==> src/rtl/core/cht_pkg.sv <==
`timescale 1ns / 1ps

package cht_pkg;

    localparam int BUCKET_COUNT = 256;
    localparam int POOL_DEPTH   = 1024;

    localparam int KEY_W    = 32;
    localparam int VALUE_W  = 32;
    localparam int BUCKET_W = 8;
    localparam int STATUS_W = 3;
    localparam int COUNT_W  = 11;

    // heads sit at 0 .. BUCKET_COUNT-1, pool nodes follow them
    localparam int NODE_DEPTH = BUCKET_COUNT + POOL_DEPTH;
    localparam int NODE_AW    = (NODE_DEPTH > 1) ? $clog2(NODE_DEPTH) : 1;
    // link holds a pool index, or POOL_DEPTH for end of chain
    localparam int LINK_W     = $clog2(POOL_DEPTH + 1);
    localparam int BKT_IW     = (BUCKET_COUNT > 1) ? $clog2(BUCKET_COUNT) : 1;

    typedef enum logic [STATUS_W-1:0] {
        STAT_CREATED = 3'd0,
        STAT_UPDATED = 3'd1,
        STAT_FOUND   = 3'd2,
        STAT_MISS    = 3'd3,
        STAT_FULL    = 3'd4
    } status_t;

    typedef enum logic {
        ACT_INSERT = 1'b0,
        ACT_FIND   = 1'b1
    } action_t;

    typedef struct packed {
        logic [KEY_W-1:0]   key;
        logic [VALUE_W-1:0] value;
        logic [LINK_W-1:0]  link;
    } node_t;

    typedef struct packed {
        logic               rd_en;
        logic [NODE_AW-1:0] rd_addr;
        logic               wr_en;
        logic [NODE_AW-1:0] wr_addr;
        node_t              wr_data;
    } mem_req_t;

    typedef struct packed {
        status_t            status;
        logic [VALUE_W-1:0] value_out;
        logic [COUNT_W-1:0] entry_count;
    } result_t;

endpackage

==> src/rtl/core/cht_ctrl.sv <==
`timescale 1ns / 1ps

module cht_ctrl (
    input  logic                          clk,
    input  logic                          rst_n,
    input  logic                          in_valid,
    output logic                          in_ready,
    input  logic                          action,
    input  logic [cht_pkg::KEY_W-1:0]     key,
    input  logic [cht_pkg::VALUE_W-1:0]   value_in,
    input  logic [cht_pkg::BUCKET_W-1:0]  bucket,
    output logic                          res_valid,
    output cht_pkg::result_t              res,
    input  logic                          res_take,
    output cht_pkg::mem_req_t             mem_req,
    input  cht_pkg::node_t                rd_data
);

    typedef enum logic [3:0] {
        ST_IDLE = 4'b0001,
        ST_WALK = 4'b0010,
        ST_LINK = 4'b0100,
        ST_DONE = 4'b1000
    } state_t;

    localparam logic [cht_pkg::LINK_W-1:0] LINK_END = cht_pkg::LINK_W'(cht_pkg::POOL_DEPTH);

    state_t state_reg, state_next;
    logic [cht_pkg::BUCKET_COUNT-1:0] head_valid_reg, head_valid_next;
    logic [cht_pkg::LINK_W-1:0]  pool_used_reg, pool_used_next;
    logic [cht_pkg::COUNT_W-1:0] entries_reg, entries_next;

    logic                         action_reg, action_next;
    logic [cht_pkg::KEY_W-1:0]    key_reg, key_next;
    logic [cht_pkg::VALUE_W-1:0]  val_reg, val_next;
    logic [cht_pkg::NODE_AW-1:0]  cur_addr_reg, cur_addr_next;
    cht_pkg::node_t               cur_node_reg, cur_node_next;
    logic [cht_pkg::LINK_W-1:0]   new_link_reg, new_link_next;
    cht_pkg::result_t             res_reg, res_next;

    logic                         key_hit;
    logic                         chain_end;
    logic                         pool_full;
    logic                         bucket_oor;
    logic [cht_pkg::BKT_IW-1:0]   bkt_idx;
    logic [cht_pkg::NODE_AW-1:0]  next_addr;
    logic [cht_pkg::NODE_AW-1:0]  alloc_addr;

    // shared compare unit, one chain node per cycle
    assign key_hit    = (rd_data.key == key_reg);
    assign chain_end  = (32'(rd_data.link) >= cht_pkg::POOL_DEPTH);
    assign pool_full  = (32'(pool_used_reg) >= cht_pkg::POOL_DEPTH);
    assign bucket_oor = (32'(bucket) >= cht_pkg::BUCKET_COUNT);
    assign bkt_idx    = cht_pkg::BKT_IW'(bucket);
    assign next_addr  = cht_pkg::NODE_AW'(cht_pkg::BUCKET_COUNT)
                      + cht_pkg::NODE_AW'(rd_data.link);
    assign alloc_addr = cht_pkg::NODE_AW'(cht_pkg::BUCKET_COUNT)
                      + cht_pkg::NODE_AW'(pool_used_reg);

    always_comb
    begin
        state_next      = state_reg;
        head_valid_next = head_valid_reg;
        pool_used_next  = pool_used_reg;
        entries_next    = entries_reg;
        action_next     = action_reg;
        key_next        = key_reg;
        val_next        = val_reg;
        cur_addr_next   = cur_addr_reg;
        cur_node_next   = cur_node_reg;
        new_link_next   = new_link_reg;
        res_next        = res_reg;
        mem_req         = '0;

        case (state_reg)
            ST_IDLE:
            begin
                if (in_valid)
                begin
                    action_next = action;
                    key_next    = key;
                    val_next    = value_in;
                    res_next.value_out   = '0;
                    res_next.entry_count = entries_reg;
                    if (bucket_oor)
                    begin
                        res_next.status = (action == cht_pkg::ACT_FIND) ?
                                          cht_pkg::STAT_MISS : cht_pkg::STAT_FULL;
                        state_next = ST_DONE;
                    end
                    else if (!head_valid_reg[bkt_idx])
                    begin
                        if (action == cht_pkg::ACT_FIND)
                        begin
                            res_next.status = cht_pkg::STAT_MISS;
                        end
                        else
                        begin
                            mem_req.wr_en         = 1'b1;
                            mem_req.wr_addr       = cht_pkg::NODE_AW'(bucket);
                            mem_req.wr_data.key   = key;
                            mem_req.wr_data.value = value_in;
                            mem_req.wr_data.link  = LINK_END;
                            head_valid_next[bkt_idx] = 1'b1;
                            entries_next         = entries_reg + 1'b1;
                            res_next.status      = cht_pkg::STAT_CREATED;
                            res_next.entry_count = entries_reg + 1'b1;
                        end
                        state_next = ST_DONE;
                    end
                    else
                    begin
                        mem_req.rd_en   = 1'b1;
                        mem_req.rd_addr = cht_pkg::NODE_AW'(bucket);
                        cur_addr_next   = cht_pkg::NODE_AW'(bucket);
                        state_next      = ST_WALK;
                    end
                end
            end

            ST_WALK:
            begin
                if (key_hit)
                begin
                    if (action_reg == cht_pkg::ACT_FIND)
                    begin
                        res_next.status    = cht_pkg::STAT_FOUND;
                        res_next.value_out = rd_data.value;
                    end
                    else
                    begin
                        mem_req.wr_en         = 1'b1;
                        mem_req.wr_addr       = cur_addr_reg;
                        mem_req.wr_data.key   = rd_data.key;
                        mem_req.wr_data.value = val_reg;
                        mem_req.wr_data.link  = rd_data.link;
                        res_next.status       = cht_pkg::STAT_UPDATED;
                    end
                    state_next = ST_DONE;
                end
                else if (chain_end)
                begin
                    if (action_reg == cht_pkg::ACT_FIND)
                    begin
                        res_next.status = cht_pkg::STAT_MISS;
                        state_next      = ST_DONE;
                    end
                    else if (pool_full)
                    begin
                        res_next.status = cht_pkg::STAT_FULL;
                        state_next      = ST_DONE;
                    end
                    else
                    begin
                        // new tail node now, relink the old tail next cycle
                        mem_req.wr_en         = 1'b1;
                        mem_req.wr_addr       = alloc_addr;
                        mem_req.wr_data.key   = key_reg;
                        mem_req.wr_data.value = val_reg;
                        mem_req.wr_data.link  = LINK_END;
                        cur_node_next  = rd_data;
                        new_link_next  = pool_used_reg;
                        pool_used_next = pool_used_reg + 1'b1;
                        entries_next   = entries_reg + 1'b1;
                        res_next.status      = cht_pkg::STAT_CREATED;
                        res_next.entry_count = entries_reg + 1'b1;
                        state_next     = ST_LINK;
                    end
                end
                else
                begin
                    mem_req.rd_en   = 1'b1;
                    mem_req.rd_addr = next_addr;
                    cur_addr_next   = next_addr;
                end
            end

            ST_LINK:
            begin
                mem_req.wr_en         = 1'b1;
                mem_req.wr_addr       = cur_addr_reg;
                mem_req.wr_data.key   = cur_node_reg.key;
                mem_req.wr_data.value = cur_node_reg.value;
                mem_req.wr_data.link  = new_link_reg;
                state_next            = ST_DONE;
            end

            ST_DONE:
            begin
                if (res_take)
                begin
                    state_next = ST_IDLE;
                end
            end

            default:
            begin
                state_next = ST_IDLE;
            end
        endcase
    end

    always_ff @(posedge clk or negedge rst_n)
    begin
        if (!rst_n)
        begin
            state_reg      <= ST_IDLE;
            head_valid_reg <= '0;
            pool_used_reg  <= '0;
            entries_reg    <= '0;
        end
        else
        begin
            state_reg      <= state_next;
            head_valid_reg <= head_valid_next;
            pool_used_reg  <= pool_used_next;
            entries_reg    <= entries_next;
        end
    end

    always_ff @(posedge clk)
    begin
        action_reg   <= action_next;
        key_reg      <= key_next;
        val_reg      <= val_next;
        cur_addr_reg <= cur_addr_next;
        cur_node_reg <= cur_node_next;
        new_link_reg <= new_link_next;
        res_reg      <= res_next;
    end

    assign in_ready  = (state_reg == ST_IDLE);
    assign res_valid = (state_reg == ST_DONE);
    assign res       = res_reg;

    a_pool_bound: assert property (@(posedge clk) disable iff (!rst_n)
        32'(pool_used_reg) <= cht_pkg::POOL_DEPTH)
        else $error("pool allocation count beyond pool depth");

    a_walk_has_data: assert property (@(posedge clk) disable iff (!rst_n)
        (state_reg == ST_WALK) |-> $past(mem_req.rd_en))
        else $error("chain compare without a node read the cycle before");

    a_link_after_walk: assert property (@(posedge clk) disable iff (!rst_n)
        (state_reg == ST_LINK) |-> ($past(state_reg) == ST_WALK))
        else $error("tail relink not preceded by a chain walk");

    a_one_port_use: assert property (@(posedge clk) disable iff (!rst_n)
        !(mem_req.rd_en && mem_req.wr_en))
        else $error("node memory read and written in the same cycle");

    a_append_counts: assert property (@(posedge clk) disable iff (!rst_n)
        (state_reg == ST_LINK) |-> (pool_used_reg == $past(pool_used_reg) + 1'b1))
        else $error("append did not take a pool node");

endmodule

==> config.mk <==
export PLATFORM = sky130hd
export DESIGN_NAME = cht_ctrl
export DESIGN_NICKNAME = d
export VERILOG_FILES = /design/src/rtl/core/cht_pkg.sv /design/src/rtl/core/cht_ctrl.sv
export SDC_FILE = /design/constraint.sdc
export NUM_CORES = 1
export LEC_CHECK = 0
export BUFFER_PORTS_ARGS = -buffer_cell sky130_fd_sc_hd__buf_2
export CAP_MARGIN = 20
export CORE_ASPECT_RATIO = 0.6
export CORE_MARGIN = 2
export CORE_UTILIZATION = 30
export DETAILED_ROUTE_END_ITERATION = 7
export PLACE_DENSITY_LB_ADDON = 0.1
export SYNTH_ARGS = -nofsm -noshare
export SYNTH_HDL_FRONTEND = slang
export SYNTH_SLANG_ARGS = --single-unit
==> constraint.sdc <==
create_clock -name clk -period 6.3 [get_ports clk]
set_input_delay 0.315 -clock clk [delete_from_list [all_inputs] [get_ports clk]]
set_output_delay 0.315 -clock clk [all_outputs]
set_load 0.05 [all_outputs]
# Word level (Yosys, flattened, before mapping)
# Cells that the tools add are included.
[word_totals]
register_bits = 479
out_inout_bits = 147
wordCells = 104
[classes]
addsub = 4
n_lt_le_gt_ge = 4
n_eq_ne = 17
mux = 49
bitwise = 6
n_reduce_logical = 10
[op_table]
columns = ["operator", "n"]
rows = [
  ["2-to-1 mux 87 bit", 7],
  ["one-hot mux 87 bit (3 select lines)", 1],
  ["bitwise OR 256 bit", 1],
  ["2-to-1 mux 11 bit", 11],
  ["2-to-1 mux 99 bit", 1],
  ["one-hot mux 46 bit (2 select lines)", 1],
  ["2-to-1 mux 32 bit", 2],
  ["2-to-1 mux 46 bit", 1],
  ["one-hot mux 11 bit (2 select lines)", 2],
  ["2-to-1 mux 12 bit", 3],
  ["== test 32 bit", 1],
  ["2-to-1 mux 4 bit", 7],
  ["one-hot mux 12 bit (2 select lines)", 1],
  ["adder 11 x 1 -> 11 bit (second input constant)", 2],
  ["adder 9 x 11 -> 11 bit (first input constant)", 2],
  ["greater-or-equal comparator 11 bit (second input constant)", 2],
  ["!= test 2 bit (second input constant)", 9],
  ["one-hot mux 4 bit (4 select lines)", 1],
  ["2-to-1 mux 3 bit", 5],
  ["AND reduction 4 bit", 3],
  ["AND reduction 5 bit", 2],
  ["less-than comparator 8 x 9 -> 1 bit (second input constant)", 1],
  ["binary-select mux 1 bit (select 8 bit)", 1],
  ["demux 1 bit (select 8 bit)", 1],
  ["15 further kinds", 22],
]

# Depth between registers and ports, before layout
# Gate-level depths: netlist (run 1).
[logic_depth]
depth_word = 6
mapped_depth = 15

# Worst setup path after synthesis (run 1)
# Ideal clock, no wire load.
[synth_timing]
path_kind = "register to output"
from = "register state_reg[2]"
to = "output mem_req[75] (netlist name)"
arrival_time_ns = 4.697
required_time_ns = 5.985
setup_slack_ns = 1.288
path_stages_with_launch = 10
n_path_buf = 3
cell_sequence = "dfrtp_1 nor2_1 nand3b_1 nor2_1 o211a_1 clkbuf_1 buf_1 clkbuf_1 a22oi_1 o31ai_1"
[synth_lines]
columns = ["element", "line_no", "rtl"]
rows = [
  ["start: declaration", "cht_ctrl.sv:28", "state_t state_reg, state_next;"],
  ["start signal: assignment", "cht_ctrl.sv:214", "state_reg <= state_next;"],
  ["end: declaration", "cht_ctrl.sv:15", "output cht_pkg::mem_req_t mem_req,"],
]

==> results.json, run 1 <==
{
  "hold_class": "input pin to flop",
  "syn_nets": 1668,
  "final-setup-viol-count": 0,
  "die_h_um": 211,
  "clock_latency_ns": 0.62,
  "rows": 75,
  "worst_pin_slew_ns": 1.12,
  "route.detailed.drc": 0,
  "maxCapViolations": 0,
  "grt.busiest_layer": "met1",
  "cts_htree_levels": 2,
  "cts_root_buf": "clkbuf_16",
  "synth-edff-count": 197,
  "syn2layout_area_growth_pct": 25.3,
  "yosys_warnings": 0,
  "peakVddDrop_mv": 0.188,
  "max_slew_margin_pct": 25.5,
  "via_count": 15500,
  "grt_pass1_wl_um": 107000,
  "cts_hold_buf": 132,
  "clk_path_buf_depth": 3,
  "fin_crit_ns": 5.00,
  "coreArea_sq_mm": 0.0704,
  "grt_use_total_pct": 19.4,
  "critical_path.max_fanout": 72,
  "finalPower_w": 0.00842,
  "use_met1_pct": 29.3,
  "gp_congestion": 0.779,
  "synth_top_area_share_pct": 32.7,
  "drive_gt1_share_pct": 30.2,
  "ant_nets": 0,
  "die_area_sq_mm": 0.0738,
  "setup.worst_path.class": "input pin to primary output",
  "crit_arrival_ns": 4.69,
  "slew_viol_final": 0,
  "final_core_util_pct": 38.2,
  "ys_seq_area_share_pct": 60.4,
  "cts_tree": "done",
  "critPathTopFamily": "compound AO/OA/AOI/OAI gates",
  "fmax_mhz": 200,
  "wirelength_um": 72500,
  "cts_made_buffers": 49,
  "ys_ff_latch": 479,
  "syn_area_per_cell_sq_um": 14.2,
  "crit_required_ns": 5.98,
  "outcome": "finished, final reports clean",
  "firstDrtPassIters": 5,
  "io_buffers": 298,
  "ys.flop_type": "dfrtp_1",
  "use_met3_pct": 4.23,
  "num-nets-final": 2069,
  "fin_skew_ns": 0.0387,
  "fin_area_sq_mm": 0.0269,
  "largest_reg_flops": 256,
  "rsz0062_at_grt": "no",
  "finalSetupTns_ns": 0,
  "ys_types": 62,
  "vias_per_cell": 5.41,
  "crit_slowest_cell": "o211a_4",
  "drt_iter0_markers": 1129,
  "async_reset_ff_share_pct": 58.9,
  "end_kind": "primary output",
  "stdcell_count": 2874,
  "path_cells": "buf_4 > buf_4 > mux4_2 > mux2i_1 > o22ai_1 > o22ai_1 > o211a_1 > o211a_4 > a221o_1 > buf_2",
  "p_leak_nw": 11.6,
  "cp_num_buf_inv": 3,
  "slowest_delay_ns": 0.90,
  "synth_area_sq_mm": 0.0215,
  "dp.cells": 2643,
  "grt_pass1_vias": 15900,
  "post_cts_buffers": 0,
  "yosysMostFrequentCell": "dfrtp_1",
  "die_w_um": 349,
  "met2_usage_pct": 27.8,
  "synth_area_leaders": "dfrtp_1 33%, edfxtp_1 28%, a31o_1 8.2%",
  "clock-sinks": 479,
  "start_kind": "input pin",
  "netlist_instances": 1508,
  "initial_core_util_pct": 30.5,
  "hold_viol_final": 0,
  "drt-wirelength-per-cell_um": 25.2,
  "grt_antenna_before_repair": 6,
  "fin_crit_sh_pct": 79.4,
  "grt.overflow.total": 0,
  "p_per_area_mw_per_mm2": 313,
  "num_io_pins": 299,
  "ctsResizeCount": 0,
  "synth_common_cells": "281 x dfrtp_1, 201 x a31o_1, 197 x edfxtp_1",
  "clkTransAtPathRegs_ns": 0.06,
  "grt_max_degree": 191,
  "place_area_sq_mm": 0.0239,
  "synth.largest_area_cell": "dfrtp_1",
  "hpwl_um": 46300
}
-- cell usage in the layout (no fill, tap or decap), types with 11 or more instances in the layout --
cell / Yosys / final
and2_1: 67 / 67
nand2b_1: 12 / 12
a31oi_1: 11 / 11
a31o_1: 201 / 201
nor2_1: 42 / 32
clkbuf_1: 75 / 13
xor2_1: 50 / 50
dfrtp_1: 281 / 281
clkbuf_16: 0 / 50
buf_2: 20 / 296
dlygate4sd3_1: 0 / 132
edfxtp_1: 197 / 197
a22o_1: 58 / 58
nor3_1: 24 / 12
a31o_2: 57 / 57
nand2_1: 43 / 43
nor3_2: 0 / 12
nand3_1: 14 / 14
mux4_2: 57 / 57
mux2i_1: 30 / 30
inv_1: 19 / 19
a221o_1: 64 / 64
buf_4: 6 / 50
-- final timing paths --
| check | startpoint | to | slack [ns] | depth (start not counted) |
|---|---|---|---|---|
| worst max register to register | head_valid_reg[15]$_DFFE_PN0P_ | head_valid_reg[38]$_DFFE_PN0P_ | 2.04 | 8 |
| max in group asynchronous | rst_n | head_valid_reg[30]$_DFFE_PN0P_ | 4.44 | 3 |
| worst min-delay path | rd_data[0] | cur_addr_reg[0]$_DFFE_PP_ | 0.04 | 3 |
| worst min register to register | head_valid_reg[137]$_DFFE_PN0P_ | head_valid_reg[137]$_DFFE_PN0P_ | 0.46 | 1 |
| min in group asynchronous | rst_n | head_valid_reg[145]$_DFFE_PN0P_ | 0.34 | 2 |
| worst max-delay path | bucket[1] | mem_req[37] | 1.30 | 10 |
-- stage by stage --
step / setup slack (ns) / hold slack (ns)
2_1_floorplan: 1.29 / 0.0194
4_1_cts: 1.26 / 0.00387
3_3_place_gp: 1.12 / 0.425
5_1_grt: 1.07 / 0.0251
6_report: 1.30 / 0.0416
3_5_place_dp: 1.13 / 0.418
-- tightest hold or removal path, delay by kind of cell --
kind	cells	cell delay (ns)
compound gates	1	0.06
simple gates	1	0.05
buf+inv	1	0.12
-- cells by family (layout without fill, tap and decap cells) --
logic type | after synthesis | after routing | share of synthesized area [%]
XOR/XNOR | 60 | 60 | 2.45
other | 0 | 4 | 0
AND/OR/NAND/NOR | 244 | 244 | 5.98
adder cells (fa/ha/maj) | 8 | 8 | 0.466
buffers and inverters | 156 | 594 | 4.05
flip-flops | 479 | 479 | 60.4
multiplexers | 92 | 92 | 7.64
AO/OA/AOI/OAI | 469 | 469 | 19.0
-- power by group --
group	internal (W)	total [W]	switching, W	leakage (nW)
clock	0.00173	0.00301	0.00129	0.797
sequential	0.00361	0.00375	0.000141	5.71
combinational	0.000442	0.00166	0.00122	5.12
-- layer usage --
metal	vias up	part of all wire [%]
met2	427	43
met4	0	2.7
met5	-	0
met1	8220	48
met3	107	6.1
li1	6794	-
-- area by class of cell --
cell class / instances / area (sq um)
inverters: 21 / 78.8
clock buffers: 72 / 1420
diodes: 4 / 10.0
repair buffers: 485 / 3280
flip-flops and latches: 479 / 13000
multi-input cells: 873 / 7790
clock inverters: 16 / 190
well taps: 924 / 1160
fillers: 6771 / 43500
No activity file was read; power rests on OpenSTA's default activity.
==> run 2: changes to the inputs <==
clock period = 5.25 ns   (was 6.3 ns; I/O delays follow)
==> run 2 against run 1 <==
  * Clock skew down 0.016 ns
  * Sequential share of layout area fell by 0.10 points
  * Die area is the same
  * Clock power up 14%
  * Count of clock-buffer cells in the layout down 4
  * Critical path type unchanged
  * Core utilization increased by 0.082 points
  * Design area is 0.21% higher
==> results.json, run 2 (same netlist as run 1, synthesis figures left out) <==
{
  "outcome": "finished, final reports clean",
  "cts_root_buf": "clkbuf_16",
  "final_core_util_pct": 38.3,
  "via_count": 15600,
  "clock_latency_ns": 0.61,
  "drt_iter0_markers": 1074,
  "crit_required_ns": 4.99,
  "layout_common_cells": "295 x buf_2, 281 x dfrtp_1, 201 x a31o_1",
  "cts_made_buffers": 49,
  "cts_htree_levels": 2,
  "cts_tree": "done",
  "hold_viol_final": 0,
  "grt.overflow.total": 0,
  "p_leak_nw": 11.7,
  "clock-sinks": 479,
  "final_common_cell": "buf_2",
  "critical_path.max_fanout": 105,
  "die_area_sq_mm": 0.0738,
  "drt-wirelength-per-cell_um": 25.1,
  "route.detailed.drc": 0,
  "dp.cells": 2656,
  "gp_congestion": 0.817,
  "rsz0062_at_grt": "no",
  "p_per_area_mw_per_mm2": 369,
  "top_layer": "met4",
  "syn2layout_area_growth_pct": 25.6,
  "end_kind": "primary output",
  "slowest_delay_ns": 0.70,
  "grt_use_total_pct": 19.5,
  "wl_met1_um": 34700,
  "die_h_um": 211,
  "reg2reg_from": "key_reg[29]$_DFFE_PP_",
  "hpwl_um": 47900,
  "initial_core_util_pct": 30.5,
  "grt_pass1_vias": 16100,
  "grt_pass1_wl_um": 108000,
  "die_w_um": 349,
  "cp_num_buf_inv": 4,
  "wirelength_um": 72500,
  "fin_skew_ns": 0.0224,
  "maxCapViolations": 0,
  "ctsResizeCount": 0,
  "drive_gt1_share_pct": 30.1,
  "vias_per_cell": 5.40,
  "firstDrtPassIters": 8,
  "setup.worst_path.start": "bucket[1]",
  "worst_pin_slew_ns": 1.10,
  "clkTransAtPathRegs_ns": 0.06,
  "path_cells": "buf_4 > buf_4 > mux4_2 > mux4_2 > o22ai_1 > a311o_1 > o211a_1 > o211a_4 > buf_12 > a221o_1 > buf_2",
  "clk_path_buf_depth": 3,
  "ant_nets": 0,
  "peakVddDrop_mv": 0.213,
  "coreArea_sq_mm": 0.0704,
  "fin_area_sq_mm": 0.0270,
  "grt_max_degree": 151,
  "rows": 75,
  "place_area_sq_mm": 0.0240,
  "fin_crit_sh_pct": 84.7,
  "final.setup.worst_slack_ns": 0.802,
  "crit_slowest_cell": "buf_4",
  "final-setup-viol-count": 0,
  "crit_arrival_ns": 4.19,
  "pre_cts_ws_ns": 0.770,
  "start_kind": "input pin",
  "setup.worst_path.class": "input pin to primary output",
  "wl_met3_um": 4110,
  "slew_viol_final": 0,
  "critPathTopFamily": "buffers and inverters",
  "min_from": "rd_data[2]",
  "hold_class": "input pin to flop",
  "num_io_pins": 299,
  "fmax_mhz": 225,
  "largest_reg_flops": 256,
  "max_slew_margin_pct": 26.5,
  "io_buffers": 298,
  "grt_antenna_before_repair": 4,
  "stdcell_count": 2890,
  "fin_crit_ns": 4.45,
  "met2_length_um": 31300,
  "num-nets-final": 2087,
  "finalSetupTns_ns": 0
}
[run 2: routing by layer]
| metal | track usage [%] | vias to the layer above |
|---|---|---|
| li1 | - | 6821 |
| met1 | 28.8 | 8220 |
| met2 | 28.2 | 442 |
| met3 | 4.02 | 128 |
| met4 | 6.48 | 0 |
| met5 | 0 | - |
[run 2: timing repair]
action | 4_1_cts | 5_1_grt
endpoints found under the hold margin | 281 | 0
hold buffers | 139 | 0
setup buffers | 0 | 0
[run 2: area by class of cell]
cell class / count / area (sq um)
clock inverters: 20 / 178
multi-input cells: 873 / 7780
flip-flops and latches: 479 / 13000
clock buffers: 68 / 1340
fillers: 6851 / 43400
repair buffers: 503 / 3460
well taps: 924 / 1160
diodes: 2 / 5.00
inverters: 21 / 78.8
[run 2: where the power goes]
group | total, W | internal [W] | switching [W] | leakage [nW]
logic | 0.00200 | 0.000544 | 0.00146 | 5.21
clock network | 0.00344 | 0.00189 | 0.00155 | 0.735
registers | 0.00450 | 0.00433 | 0.000177 | 5.71
[run 2: per-stage QoR]
stage / total power, W / hold slack, ns
2_1_floorplan: 0.00584 / -0.0331
3_3_place_gp: 0.00648 / 0.379
3_5_place_dp: 0.00649 / 0.394
4_1_cts: 0.0101 / 0.0531
5_1_grt: 0.0104 / 0.0758
6_report: 0.00995 / 0.0974
[run 2: worst paths after layout]
| path | endpoint | slack [ns] | cells past startpoint |
|---|---|---|---|
| max | mem_req[73] | 0.80 | 11 |
| min | cur_addr_reg[2]$_DFFE_PP_ | 0.1 | 3 |
| max reg2reg | res[2]$_DFFE_PP_ | 1.56 | 6 |
| min reg2reg | head_valid_reg[248]$_DFFE_PN0P_ | 0.46 | 1 |
| max in group asynchronous | head_valid_reg[78]$_DFFE_PN0P_ | 3.80 | 3 |
| min in group asynchronous | head_valid_reg[230]$_DFFE_PN0P_ | 0.23 | 2 |
[run 2: worst reg2reg max path, stage by stage, from the launching register on]
cell and delay, ns:
edfxtp_1 0.40, xor2_1 0.18, nor4_1 0.43, nand4_1 0.61, o211a_4 0.57, nor2_1 0.67, inv_1 0.46
